===== src/hw/rtl/pfdrc_pkg.sv =====
// ----------------------------------------------------------------------------
// pfdrc_pkg
// Shared types and constants for the packet FIFO with duplicate filter and
// destination/time range count.
// ----------------------------------------------------------------------------
package pfdrc_pkg;

	localparam logic [1:0] MODE_ADD  = 2'd0;
	localparam logic [1:0] MODE_FWD  = 2'd1;
	localparam logic [1:0] MODE_CNT  = 2'd2;

	localparam logic [6:0] CAP_RESET = 7'd64;
	localparam logic [6:0] CAP_MIN   = 7'd2;

	typedef struct packed {
		logic [1:0]  mode;
		logic [15:0] src_id;
		logic [15:0] dest_id;
		logic [31:0] time_value;
		logic [31:0] window_end;
	} in_item_t;

	typedef struct packed {
		logic        accepted;
		logic        has_packet;
		logic [15:0] out_src;
		logic [15:0] out_dest;
		logic [31:0] out_time;
		logic [6:0]  match_count;
	} out_item_t;

	typedef enum logic [1:0] {
		ST_IDLE,
		ST_SCAN,
		ST_FINISH
	} ctl_state_t;

	typedef struct packed {
		logic accept;
		logic scan;
		logic finish;
	} ctl_cmd_t;

	typedef struct packed {
		logic scan_done;
		logic out_free;
	} ctl_status_t;

endpackage


===== src/hw/rtl/pfdrc_ctrl.sv =====
// ----------------------------------------------------------------------------
// pfdrc_ctrl
// Request sequencer: take a request, run the store scan, commit the result.
// ----------------------------------------------------------------------------
module pfdrc_ctrl (
	input  logic                  clk,
	input  logic                  arst_n,
	input  logic                  in_valid,
	output logic                  in_stall,
	input  pfdrc_pkg::ctl_status_t status,
	output pfdrc_pkg::ctl_cmd_t    cmd
);
	import pfdrc_pkg::*;

	ctl_state_t state_q;
	ctl_state_t state_d;

	always_ff @(posedge clk or negedge arst_n) begin
		if (!arst_n) begin
			state_q <= ST_IDLE;
		end else begin
			state_q <= state_d;
		end
	end

	always_comb begin
		state_d = state_q;
		case (state_q)
			ST_IDLE: begin
				if (in_valid) state_d = ST_SCAN;
			end
			ST_SCAN: begin
				if (status.scan_done) state_d = ST_FINISH;
			end
			ST_FINISH: begin
				// hold until the output register can take the result
				if (status.out_free) state_d = ST_IDLE;
			end
			default: state_d = ST_IDLE;
		endcase
	end

	always_comb begin
		cmd      = '0;
		in_stall = 1'b1;
		case (state_q)
			ST_IDLE: begin
				in_stall   = 1'b0;
				cmd.accept = in_valid;
			end
			ST_SCAN: begin
				cmd.scan = 1'b1;
			end
			ST_FINISH: begin
				cmd.finish = status.out_free;
			end
			default: begin
				in_stall = 1'b1;
			end
		endcase
	end

endmodule


===== src/hw/rtl/pfdrc_datapath.sv =====
// ----------------------------------------------------------------------------
// pfdrc_datapath
// Entry store, head/occupancy, scan counter, compare/accumulate and the
// result register.
// ----------------------------------------------------------------------------
module pfdrc_datapath #(
	parameter int BUFFER_DEPTH = 64
) (
	input  logic                   clk,
	input  logic                   arst_n,
	input  pfdrc_pkg::ctl_cmd_t    cmd,
	output pfdrc_pkg::ctl_status_t status,
	input  pfdrc_pkg::in_item_t    in_data,
	input  logic                   cfg_we,
	input  logic [6:0]             cfg_wdata,
	output logic                   out_valid,
	input  logic                   out_stall,
	output pfdrc_pkg::out_item_t   out_data
);
	import pfdrc_pkg::*;

	localparam int AW = $clog2(BUFFER_DEPTH);
	localparam int OW = $clog2(BUFFER_DEPTH + 1);
	localparam int SW = OW + 1;
	localparam int EW = (OW > 7) ? OW : 7;

	// slot = (head + offset) mod depth, offset never above depth
	function automatic logic [AW-1:0] wrap_add(input logic [AW-1:0] head,
	                                           input logic [OW-1:0] offset);
		logic [SW-1:0] sum;
		sum = SW'(head) + SW'(offset);
		if (sum >= SW'(BUFFER_DEPTH)) sum = sum - SW'(BUFFER_DEPTH);
		return AW'(sum);
	endfunction

	logic [63:0]   mem [BUFFER_DEPTH];
	logic [63:0]   rd_data_s1;
	logic          rd_v_s1;

	in_item_t      item_q;
	logic [6:0]    cap_q;
	logic [AW-1:0] head_q;
	logic [OW-1:0] occ_q;
	logic [OW-1:0] idx_q;
	logic [OW-1:0] cnt_q;
	logic          dup_q;
	out_item_t     out_q;
	logic          out_valid_q;

	logic [OW-1:0] scan_end;
	logic          issue;
	logic [AW-1:0] rd_slot;
	logic [AW-1:0] wr_slot;
	logic [63:0]   add_word;
	logic [EW-1:0] cap_ext;
	logic [EW-1:0] lim_ext;
	logic [OW-1:0] lim;
	logic          full;
	logic          wr_en;
	logic          hit;
	out_item_t     res;

	assign add_word = {item_q.src_id, item_q.dest_id, item_q.time_value};

	// clamp the capacity register to 2..depth
	assign cap_ext = EW'(cap_q);
	always_comb begin
		lim_ext = cap_ext;
		if (cap_ext < EW'(CAP_MIN))     lim_ext = EW'(CAP_MIN);
		if (cap_ext > EW'(BUFFER_DEPTH)) lim_ext = EW'(BUFFER_DEPTH);
	end
	assign lim  = OW'(lim_ext);
	assign full = (occ_q >= lim);

	always_comb begin
		case (item_q.mode)
			MODE_ADD: scan_end = occ_q;
			MODE_CNT: scan_end = occ_q;
			MODE_FWD: scan_end = (occ_q != '0) ? OW'(1) : '0;
			default:  scan_end = '0;
		endcase
	end

	assign issue   = cmd.scan && (idx_q != scan_end);
	assign rd_slot = wrap_add(head_q, idx_q);
	assign wr_slot = wrap_add(head_q, occ_q);
	assign wr_en   = cmd.finish && (item_q.mode == MODE_ADD) && !dup_q;

	assign hit = (rd_data_s1[47:32] == item_q.dest_id)
	          && (rd_data_s1[31:0] >= item_q.time_value)
	          && (rd_data_s1[31:0] <= item_q.window_end);

	assign status.scan_done = (idx_q == scan_end) && !rd_v_s1;
	assign status.out_free  = !out_valid_q || !out_stall;

	always_ff @(posedge clk) begin
		if (wr_en) mem[wr_slot] <= add_word;
		if (issue) rd_data_s1 <= mem[rd_slot];
	end

	always_ff @(posedge clk) begin
		if (cmd.accept) item_q <= in_data;
	end

	always_ff @(posedge clk or negedge arst_n) begin
		if (!arst_n) begin
			rd_v_s1 <= 1'b0;
			idx_q   <= '0;
			cnt_q   <= '0;
			dup_q   <= 1'b0;
		end else begin
			rd_v_s1 <= issue;
			if (cmd.accept) begin
				idx_q <= '0;
				cnt_q <= '0;
				dup_q <= 1'b0;
			end else begin
				if (issue) idx_q <= idx_q + OW'(1);
				if (rd_v_s1) begin
					if (rd_data_s1 == add_word) dup_q <= 1'b1;
					if (hit) cnt_q <= cnt_q + OW'(1);
				end
			end
		end
	end

	always_ff @(posedge clk or negedge arst_n) begin
		if (!arst_n) begin
			cap_q <= CAP_RESET;
		end else if (cfg_we) begin
			cap_q <= cfg_wdata;
		end
	end

	always_ff @(posedge clk or negedge arst_n) begin
		if (!arst_n) begin
			head_q <= '0;
			occ_q  <= '0;
		end else if (cmd.finish) begin
			case (item_q.mode)
				MODE_ADD: begin
					if (!dup_q) begin
						// evict oldest entries down to limit - 1, then append
						if (full) begin
							head_q <= wrap_add(head_q, occ_q - lim + OW'(1));
							occ_q  <= lim;
						end else begin
							occ_q  <= occ_q + OW'(1);
						end
					end
				end
				MODE_FWD: begin
					if (occ_q != '0) begin
						head_q <= wrap_add(head_q, OW'(1));
						occ_q  <= occ_q - OW'(1);
					end
				end
				default: begin
					occ_q <= occ_q;
				end
			endcase
		end
	end

	always_comb begin
		res = '0;
		case (item_q.mode)
			MODE_ADD: res.accepted = !dup_q;
			MODE_FWD: begin
				if (occ_q != '0) begin
					res.has_packet = 1'b1;
					res.out_src    = rd_data_s1[63:48];
					res.out_dest   = rd_data_s1[47:32];
					res.out_time   = rd_data_s1[31:0];
				end
			end
			MODE_CNT: res.match_count = 7'(cnt_q);
			default:  res = '0;
		endcase
	end

	always_ff @(posedge clk or negedge arst_n) begin
		if (!arst_n) begin
			out_valid_q <= 1'b0;
		end else if (cmd.finish) begin
			out_valid_q <= 1'b1;
		end else if (!out_stall) begin
			out_valid_q <= 1'b0;
		end
	end

	always_ff @(posedge clk) begin
		if (cmd.finish) out_q <= res;
	end

	assign out_valid = out_valid_q;
	assign out_data  = out_q;

endmodule


===== src/hw/rtl/packet_fifo_dedup_range_count.sv =====
// Requests are handled one at a time: add and count scan every stored entry,
// forward reads only the head entry, and an unused mode or an empty store
// scans nothing. The next request is accepted once the sequencer is back in idle
// after the result is registered; a full sweep covers all 64 entries.
// Reset clears head, occupancy, sequencer and valid flags and sets the
// capacity register to 64; entry store contents are not cleared.
// ----------------------------------------------------------------------------
// packet_fifo_dedup_range_count
// Bounded packet FIFO with duplicate filter and destination/time range count.
// ----------------------------------------------------------------------------
module packet_fifo_dedup_range_count #(
	parameter int BUFFER_DEPTH = 64
) (
	input  logic                 clk,
	input  logic                 arst_n,
	input  logic                 in_valid,
	output logic                 in_stall,
	input  pfdrc_pkg::in_item_t  in_data,
	output logic                 out_valid,
	input  logic                 out_stall,
	output pfdrc_pkg::out_item_t out_data,
	input  logic                 cfg_we,
	input  logic [6:0]           cfg_wdata
);
	import pfdrc_pkg::*;

	ctl_cmd_t    cmd;
	ctl_status_t status;

	pfdrc_ctrl u_ctrl (
		.clk      (clk),
		.arst_n   (arst_n),
		.in_valid (in_valid),
		.in_stall (in_stall),
		.status   (status),
		.cmd      (cmd)
	);

	pfdrc_datapath #(
		.BUFFER_DEPTH (BUFFER_DEPTH)
	) u_datapath (
		.clk       (clk),
		.arst_n    (arst_n),
		.cmd       (cmd),
		.status    (status),
		.in_data   (in_data),
		.cfg_we    (cfg_we),
		.cfg_wdata (cfg_wdata),
		.out_valid (out_valid),
		.out_stall (out_stall),
		.out_data  (out_data)
	);

endmodule


===== config.mk =====
export PLATFORM = sky130hd
export DESIGN_NAME = packet_fifo_dedup_range_count
export DESIGN_NICKNAME = d
export VERILOG_FILES = /design/src/hw/rtl/pfdrc_pkg.sv /design/src/hw/rtl/pfdrc_ctrl.sv /design/src/hw/rtl/pfdrc_datapath.sv /design/src/hw/rtl/packet_fifo_dedup_range_count.sv
export SDC_FILE = /design/constraint.sdc
export NUM_CORES = 2
export LEC_CHECK = 0
export ABC_AREA = 1
export BUFFER_PORTS_ARGS = -buffer_cell sky130_fd_sc_hd__buf_4
export CAP_MARGIN = 10
export CORE_UTILIZATION = 35
export CTS_CLUSTER_DIAMETER = 50
export DETAILED_ROUTE_END_ITERATION = 7
export MAX_ROUTING_LAYER = met4
export PLACE_DENSITY = 0.46
export SYNTH_ARGS = -nofsm -noshare
export SYNTH_HDL_FRONTEND = slang
export SYNTH_SLANG_ARGS = --single-unit

===== constraint.sdc =====
create_clock -name clk -period 12.1 [get_ports clk]
set_input_delay 1.21 -clock clk [delete_from_list [all_inputs] [get_ports clk]]
set_output_delay 1.21 -clock clk [all_outputs]
set_load 0.01 [all_outputs]

* After elaboration in Yosys (flattened, before gate mapping)
Memory sizes are Yosys's and may differ from the RTL's. A register that Yosys moved wholly into a read port is not among the register bits.
Cells that the tools add are included.
** Cells by class
- $add $sub $neg :: 14
- Order comparisons :: 9
- Eq/ne operators :: 15
- Mux-type cells :: 37
- Reductions and logical operators :: 26
** Operators with widths (number)
- 7-bit two-way mux :: 10
- 65-bit two-way mux :: 1
- 64-bit equality test :: 1
- 6-bit two-way mux :: 7
- 32-bit >= comparator :: 1
- 32-bit less-or-equal comparator :: 1
- 7-bit by 1-bit adder with 7-bit output, second input constant :: 4
- 7-bit case mux with 2 select lines :: 2
- 6-bit by 7-bit adder with 8-bit output :: 3
- 8-bit by 7-bit >= comparator with 1-bit output, second input constant :: 3
- 6-bit by 1-bit subtractor with 6-bit output, second input constant :: 4
- 16-bit equality test :: 1
- 1-bit two-way mux :: 12
- 6-bit case mux with 2 select lines :: 1
- 2-bit nonzero test :: 5
- 2-bit by 1-bit inequality test with 1-bit output, second input constant :: 4
- 6-bit by 1-bit adder with 7-bit output, second input constant :: 1
- 7-bit equality test :: 1
- 7-bit >= comparator :: 1
- 7-bit >= comparator, second input constant :: 1
- 7-bit > comparator, second input constant :: 1
- 7-bit by 2-bit < comparator with 1-bit output, second input constant :: 1
- 7-bit inequality test :: 1
- 7-bit nonzero test :: 1
- other kinds (16) :: 33
** Storage, ports and cells
- Flip-flop bits (word level) :: 210
- Memory bits (writable) :: 4096
- Bits of input ports :: 110
- Output and inout port bits :: 75
- Memories :: 1
** Memories
- u_datapath.mem :: depth 64, bits a word 64, read ports 1, clocked after memory_dff 1, wr ports 1, line pfdrc_datapath.sv:36 : logic [63:0] mem [BUFFER_DEPTH];

* Longest topological paths before layout
- Depth after elaboration :: 11
- Mapped depth :: 26
- Gate-level depth less buffers :: 26

* Hierarchy
Synthesis repeated with hierarchy kept, for this count alone.
** Unflattened totals
- Cell total of the unflattened synthesis :: 13811
- Area, all modules :: 176839.6 sq um
** By module, submodules not included
- pfdrc_datapath :: times used 1, cells each 13792, area an instance 176715.7 sq um, sequential area each 130981.9 sq um
- pfdrc_ctrl :: times used 1, cells each 19, area an instance 123.9 sq um, sequential area each 50.0 sq um

* Worst setup path after synthesis
No wires, ideal clock.
- Kind :: input -> register
- From :: input port out_stall
- To :: memory u_datapath.mem[43][0] (enable)
- Library setup time :: 0.564 ns
- Data arrival time :: 10.083 ns
- Slack :: 1.453 ns
- Stages on the path :: 5
- Buffers on the path :: 0
- Cell sequence :: a21oi_1 > nand2_1 > nor2_1 > nand2_1 > nor3_1
** Between the ends
- Longest elaborated chain between the ends :: 7
** Ends and longest elaborated chain
- start, declared :: line packet_fifo_dedup_range_count.sv:20 : input logic out_stall,
- 1-bit zero test :: line pfdrc_datapath.sv:94 : assign status.out_free = !out_valid_q || !out_stall;
- 1-bit logical OR :: line pfdrc_datapath.sv:94
- 1-bit two-way mux :: line pfdrc_ctrl.sv:46 : case (state_q)
- 1-bit logical AND (2 in a row) :: line pfdrc_datapath.sv:87 : assign wr_en = cmd.finish && (item_q.mode == MODE_ADD) && !dup_q;
- 1-bit two-way mux :: line pfdrc_datapath.sv:97 : if (wr_en) mem[wr_slot] <= add_word;
- 1-bit two-way mux (not written as such) :: line pfdrc_datapath.sv:97
- end, declared :: line pfdrc_datapath.sv:36
No other way between the ends.

* Final worst setup path
- From :: register u_datapath.head_q[0]
- To :: register u_datapath.rd_data_s1[37] (read register of u_datapath.mem) (data pin)
** Between the ends
- Longest elaborated chain between the ends :: 3
** Ends and longest elaborated chain
- start, declared :: line pfdrc_datapath.sv:42 : logic [AW-1:0] head_q;
- start signal, assigned :: line pfdrc_datapath.sv:145 : head_q <= wrap_add(head_q, occ_q - lim + OW'(1));
- start signal, assigned :: line pfdrc_datapath.sv:154 : head_q <= wrap_add(head_q, OW'(1));
- 6-bit by 7-bit adder with 8-bit output (*) :: line pfdrc_datapath.sv:31 : sum = SW'(head) + SW'(offset);
- 8-bit by 7-bit >= comparator with 1-bit output or 6-bit by 1-bit subtractor with 6-bit output (tied branches) :: line pfdrc_datapath.sv:32 : if (sum >= SW'(BUFFER_DEPTH)) sum = sum - SW'(BUFFER_DEPTH);
- 6-bit two-way mux (*) :: line pfdrc_datapath.sv:32
- end, declared :: line pfdrc_datapath.sv:37 : logic [63:0] rd_data_s1;
Mark *: on every way between the ends. The rest lies on a longest branch, timed or not.
A chain may end at the register's enable or synchronous reset.

==> impl_metrics.yaml <==
global_route:
  antenna_found_initial: 31
  overflow: 0
  grt_pass1_wl_mm: 842
  grt_pass1_vias: 108000
  grt_max_degree: 198
  track_usage: 0.236
logic_synthesis:
  synth_edf_count: 4331
  synth_fp_nets: 14000
  yosys_warnings: 0
  netlist_area_um2: 177000
  ys.flop_type: "edfxtp_1"
  yosys.area_share.adder: 0.00725
  ys_ff_latch: 4370
  syn_inst: 13800
  synth_mux_area_frac: 0.0305
  postSynth.asyncResetShare: 0.00892
  synthXorXnorAreaFrac: 0.00253
  syn_area_per_cell_um2: 12.8
  synth_compound_area_frac: 0.0945
  synth_top_family_by_area: "compound AO/OA/AOI/OAI gates"
  synthSimpleGateAreaFrac: 0.0910
  synth_cell_types: 44
  yosysSeqAreaShare: 0.741
timing:
  finalSetupTns_ns: 0
  slew_violations: 0
  hold_viol: 0
  worst_clock_skew_ns: 0.0673
  fin_crit_sh: 0.482
  worst_slew_pin_slew_ns: 1.24
  relSlewSlack: 0.171
  rsz0062_at_grt: "no"
  setup_violations: 0
  min_period_ns: 5.83
  max_freq_mhz: 171
floorplan:
  initial_core_util: 0.352
  die_h_um: 713
  core_um2: 502000
  num_rows: 260
  die_w_um: 713
  num_io_pins: 185
  dieArea_um2: 508000
clocking:
  htree_levels: 6
  cts.sinks: 4370
  post_cts_buffers: 0
  cts-resized-gates: 0
  cts_tree: "yes"
  clockBufferDepth: 4
  clk_pin_slew_ns: 0.06
  cts_made_buffers: 536
  ctsHoldBuffers: 0
  clk_latency_ns: 1.07
  ctsRootBufferMaster: "clkbuf_16"
finish:
  area_growth_pct: 15.1
  mostFrequentLayoutCells: "edfxtp_1, nor2_1, o21ai_0, nand2_1, o21ai_1"
  final_common_cell: "edfxtp_1"
  final_cells: 21100
  utilization: 0.405
  fin_nets: 14200
  drive_gt1_frac: 0.107
routing:
  dr.pass1.iters: 5
  vias: 112000
  drc_errors: 0
  final_antenna_net_count: 0
  wl_mm: 601
  wl_per_cell_um: 28.5
  post_drt_via_cell_ratio: 5.32
  drt_iter0_markers: 11400
setup_path:
  setup.worst_path.end_class: "flip-flop"
  worstPathArrival_ns: 6.59
  crit_required_ns: 12.86
  cp-start-kind: "flip-flop"
  path_class: "flip-flop to flip-flop"
  cp_max_fo: 173
  reg2reg_from: "u_datapath.head_q[0]$_DFFE_PN0P_"
  r2r-end: "u_datapath.rd_data_s1[37]$_DFFE_PP_"
  r2r_slack_ns: 6.27
  r2r_cells: 13
pwr:
  ir_drop_uv: 259
  powerDensity_nw_per_um2: 237
  p_leak_nw: 68.8
placed_design:
  io_buffers: 184
  dp_cells: 20200
  hpwl_mm: 327
  gp_congestion: 0.788
run:
  maxCapViolCount: 0
outcome:
  status: "finished clean"
worst_hold_path:
  worstHoldPathType: "input port to async pin"
-- worst max path at each step --
stage	endpoint	slack [ns]	cells after the start	from
floorplan	u_datapath.mem[43][0]$_DFFE_PP_	1.45	5	out_stall
global placement	u_datapath.mem[10][17]$_DFFE_PP_	6.42	9	u_datapath.occ_q[0]$_DFFE_PN0P_
detailed placement	u_datapath.mem[10][17]$_DFFE_PP_	6.32	9	u_datapath.occ_q[0]$_DFFE_PN0P_
CTS	u_datapath.mem[10][17]$_DFFE_PP_	6.29	9	u_datapath.occ_q[0]$_DFFE_PN0P_
global route	u_datapath.rd_data_s1[37]$_DFFE_PP_	5.99	15	u_datapath.head_q[0]$_DFFE_PN0P_
finish	u_datapath.rd_data_s1[37]$_DFFE_PP_	6.27	13	u_datapath.head_q[0]$_DFFE_PN0P_
-- worst max-delay path: stages, from the launching register on --
cell and delay, ns:
dfrtp_1 0.44, ha_4 0.77, buf_4 0.66, buf_4 0.64, buf_12 0.64, buf_4 0.89
mux2i_1 0.27, o22ai_1 0.09, nand2_1 0.12, o21ai_1 0.08, nand2_1 0.09, nand3_1 0.16
nand3_1 0.13, o21ai_1 0.08
-- registers in the layout (all words and copies together) (netlist names), 2 cells and up --
name                   flops
u_datapath.cap_ext         7
u_datapath.out_data       73
u_datapath.cnt_q           7
u_datapath.occ_q           7
u_ctrl.state_q             2
u_datapath.item_q         34
u_datapath.mem          4096
u_datapath.idx_q           7
u_datapath.rd_data_s1     64
u_datapath.head_q          6
u_datapath.add_word       64
-- cells in the mapped netlist, types with 31 or more instances --
cell type / count / share of area
o21ai_0: 2003 / 0.057
buf_2: 250 / 0.0071
ha_1: 96 / 0.0068
xnor2_1: 31 / 0.0015
nand2_1: 1101 / 0.023
mux2_2: 194 / 0.012
buf_6: 32 / 0.0020
a21oi_1: 54 / 0.0015
dfrtp_1: 38 / 0.0054
nand3_1: 370 / 0.010
nor2_1: 2621 / 0.056
o21ai_1: 856 / 0.024
clkbuf_1: 467 / 0.0099
edfxtp_1: 4331 / 0.74
inv_1: 529 / 0.011
o22ai_1: 322 / 0.011
buf_1: 81 / 0.0017
mux2i_1: 320 / 0.018
-- logic make-up (layout without fill, tap and decap cells) --
logic type                 Yosys count  after routing
AOI/OAI and AO/OA                 3251           3251
xor gates and xnor gates            51             51
adders and majority gates          100            100
buffers and inverters             1390           2009
DFF                               4370           4370
muxes                              514            514
other                                0             15
and+or+nand+nor                   4140           4140
-- final cells by class --
class | count | area (um2)
tap | 6681 | 8360
clock buffer | 651 | 14200
clock inverter | 313 | 3060
timing repair buffer | 511 | 4210
sequential | 4370 | 131000
inverter | 534 | 2040
fill | 47600 | 299000
multi-input combinational | 8056 | 40500
antenna | 15 | 37.5
-- where the power goes --
group	total (W)	internal, W	switching [W]
sequential	0.0174	0.0169	0.000417
combinational	0.0150	0.00444	0.0105
clock	0.0159	0.00934	0.00653
total	0.0482	0.0307	0.0175
-- metal layers --
metal  track usage  up-vias  wire (um)  share of wire
li1              -    50300          -              -
met1         0.333    58200     275000           0.46
met2         0.373     3358     281000           0.47
met3        0.0257      682      32200          0.054
met4        0.0498        0      12500          0.021
met5             -        -          0              0
-- through the flow --
| stage | setup slack (ns) | hold slack (ns) | instance area, um2 | total power [W] |
|---|---|---|---|---|
| after floorplan | 1.45 | 0.488 | 177000 | 0.0275 |
| after global placement | 6.42 | 0.513 | 186000 | 0.0327 |
| after detailed placement | 6.32 | 0.530 | 186000 | 0.0327 |
| after CTS | 6.29 | 0.124 | 203000 | 0.0486 |
| after global routing | 5.99 | 0.192 | 203000 | 0.0505 |
| final | 6.27 | 0.184 | 203000 | 0.0482 |
(Power assumes the default switching activity.)
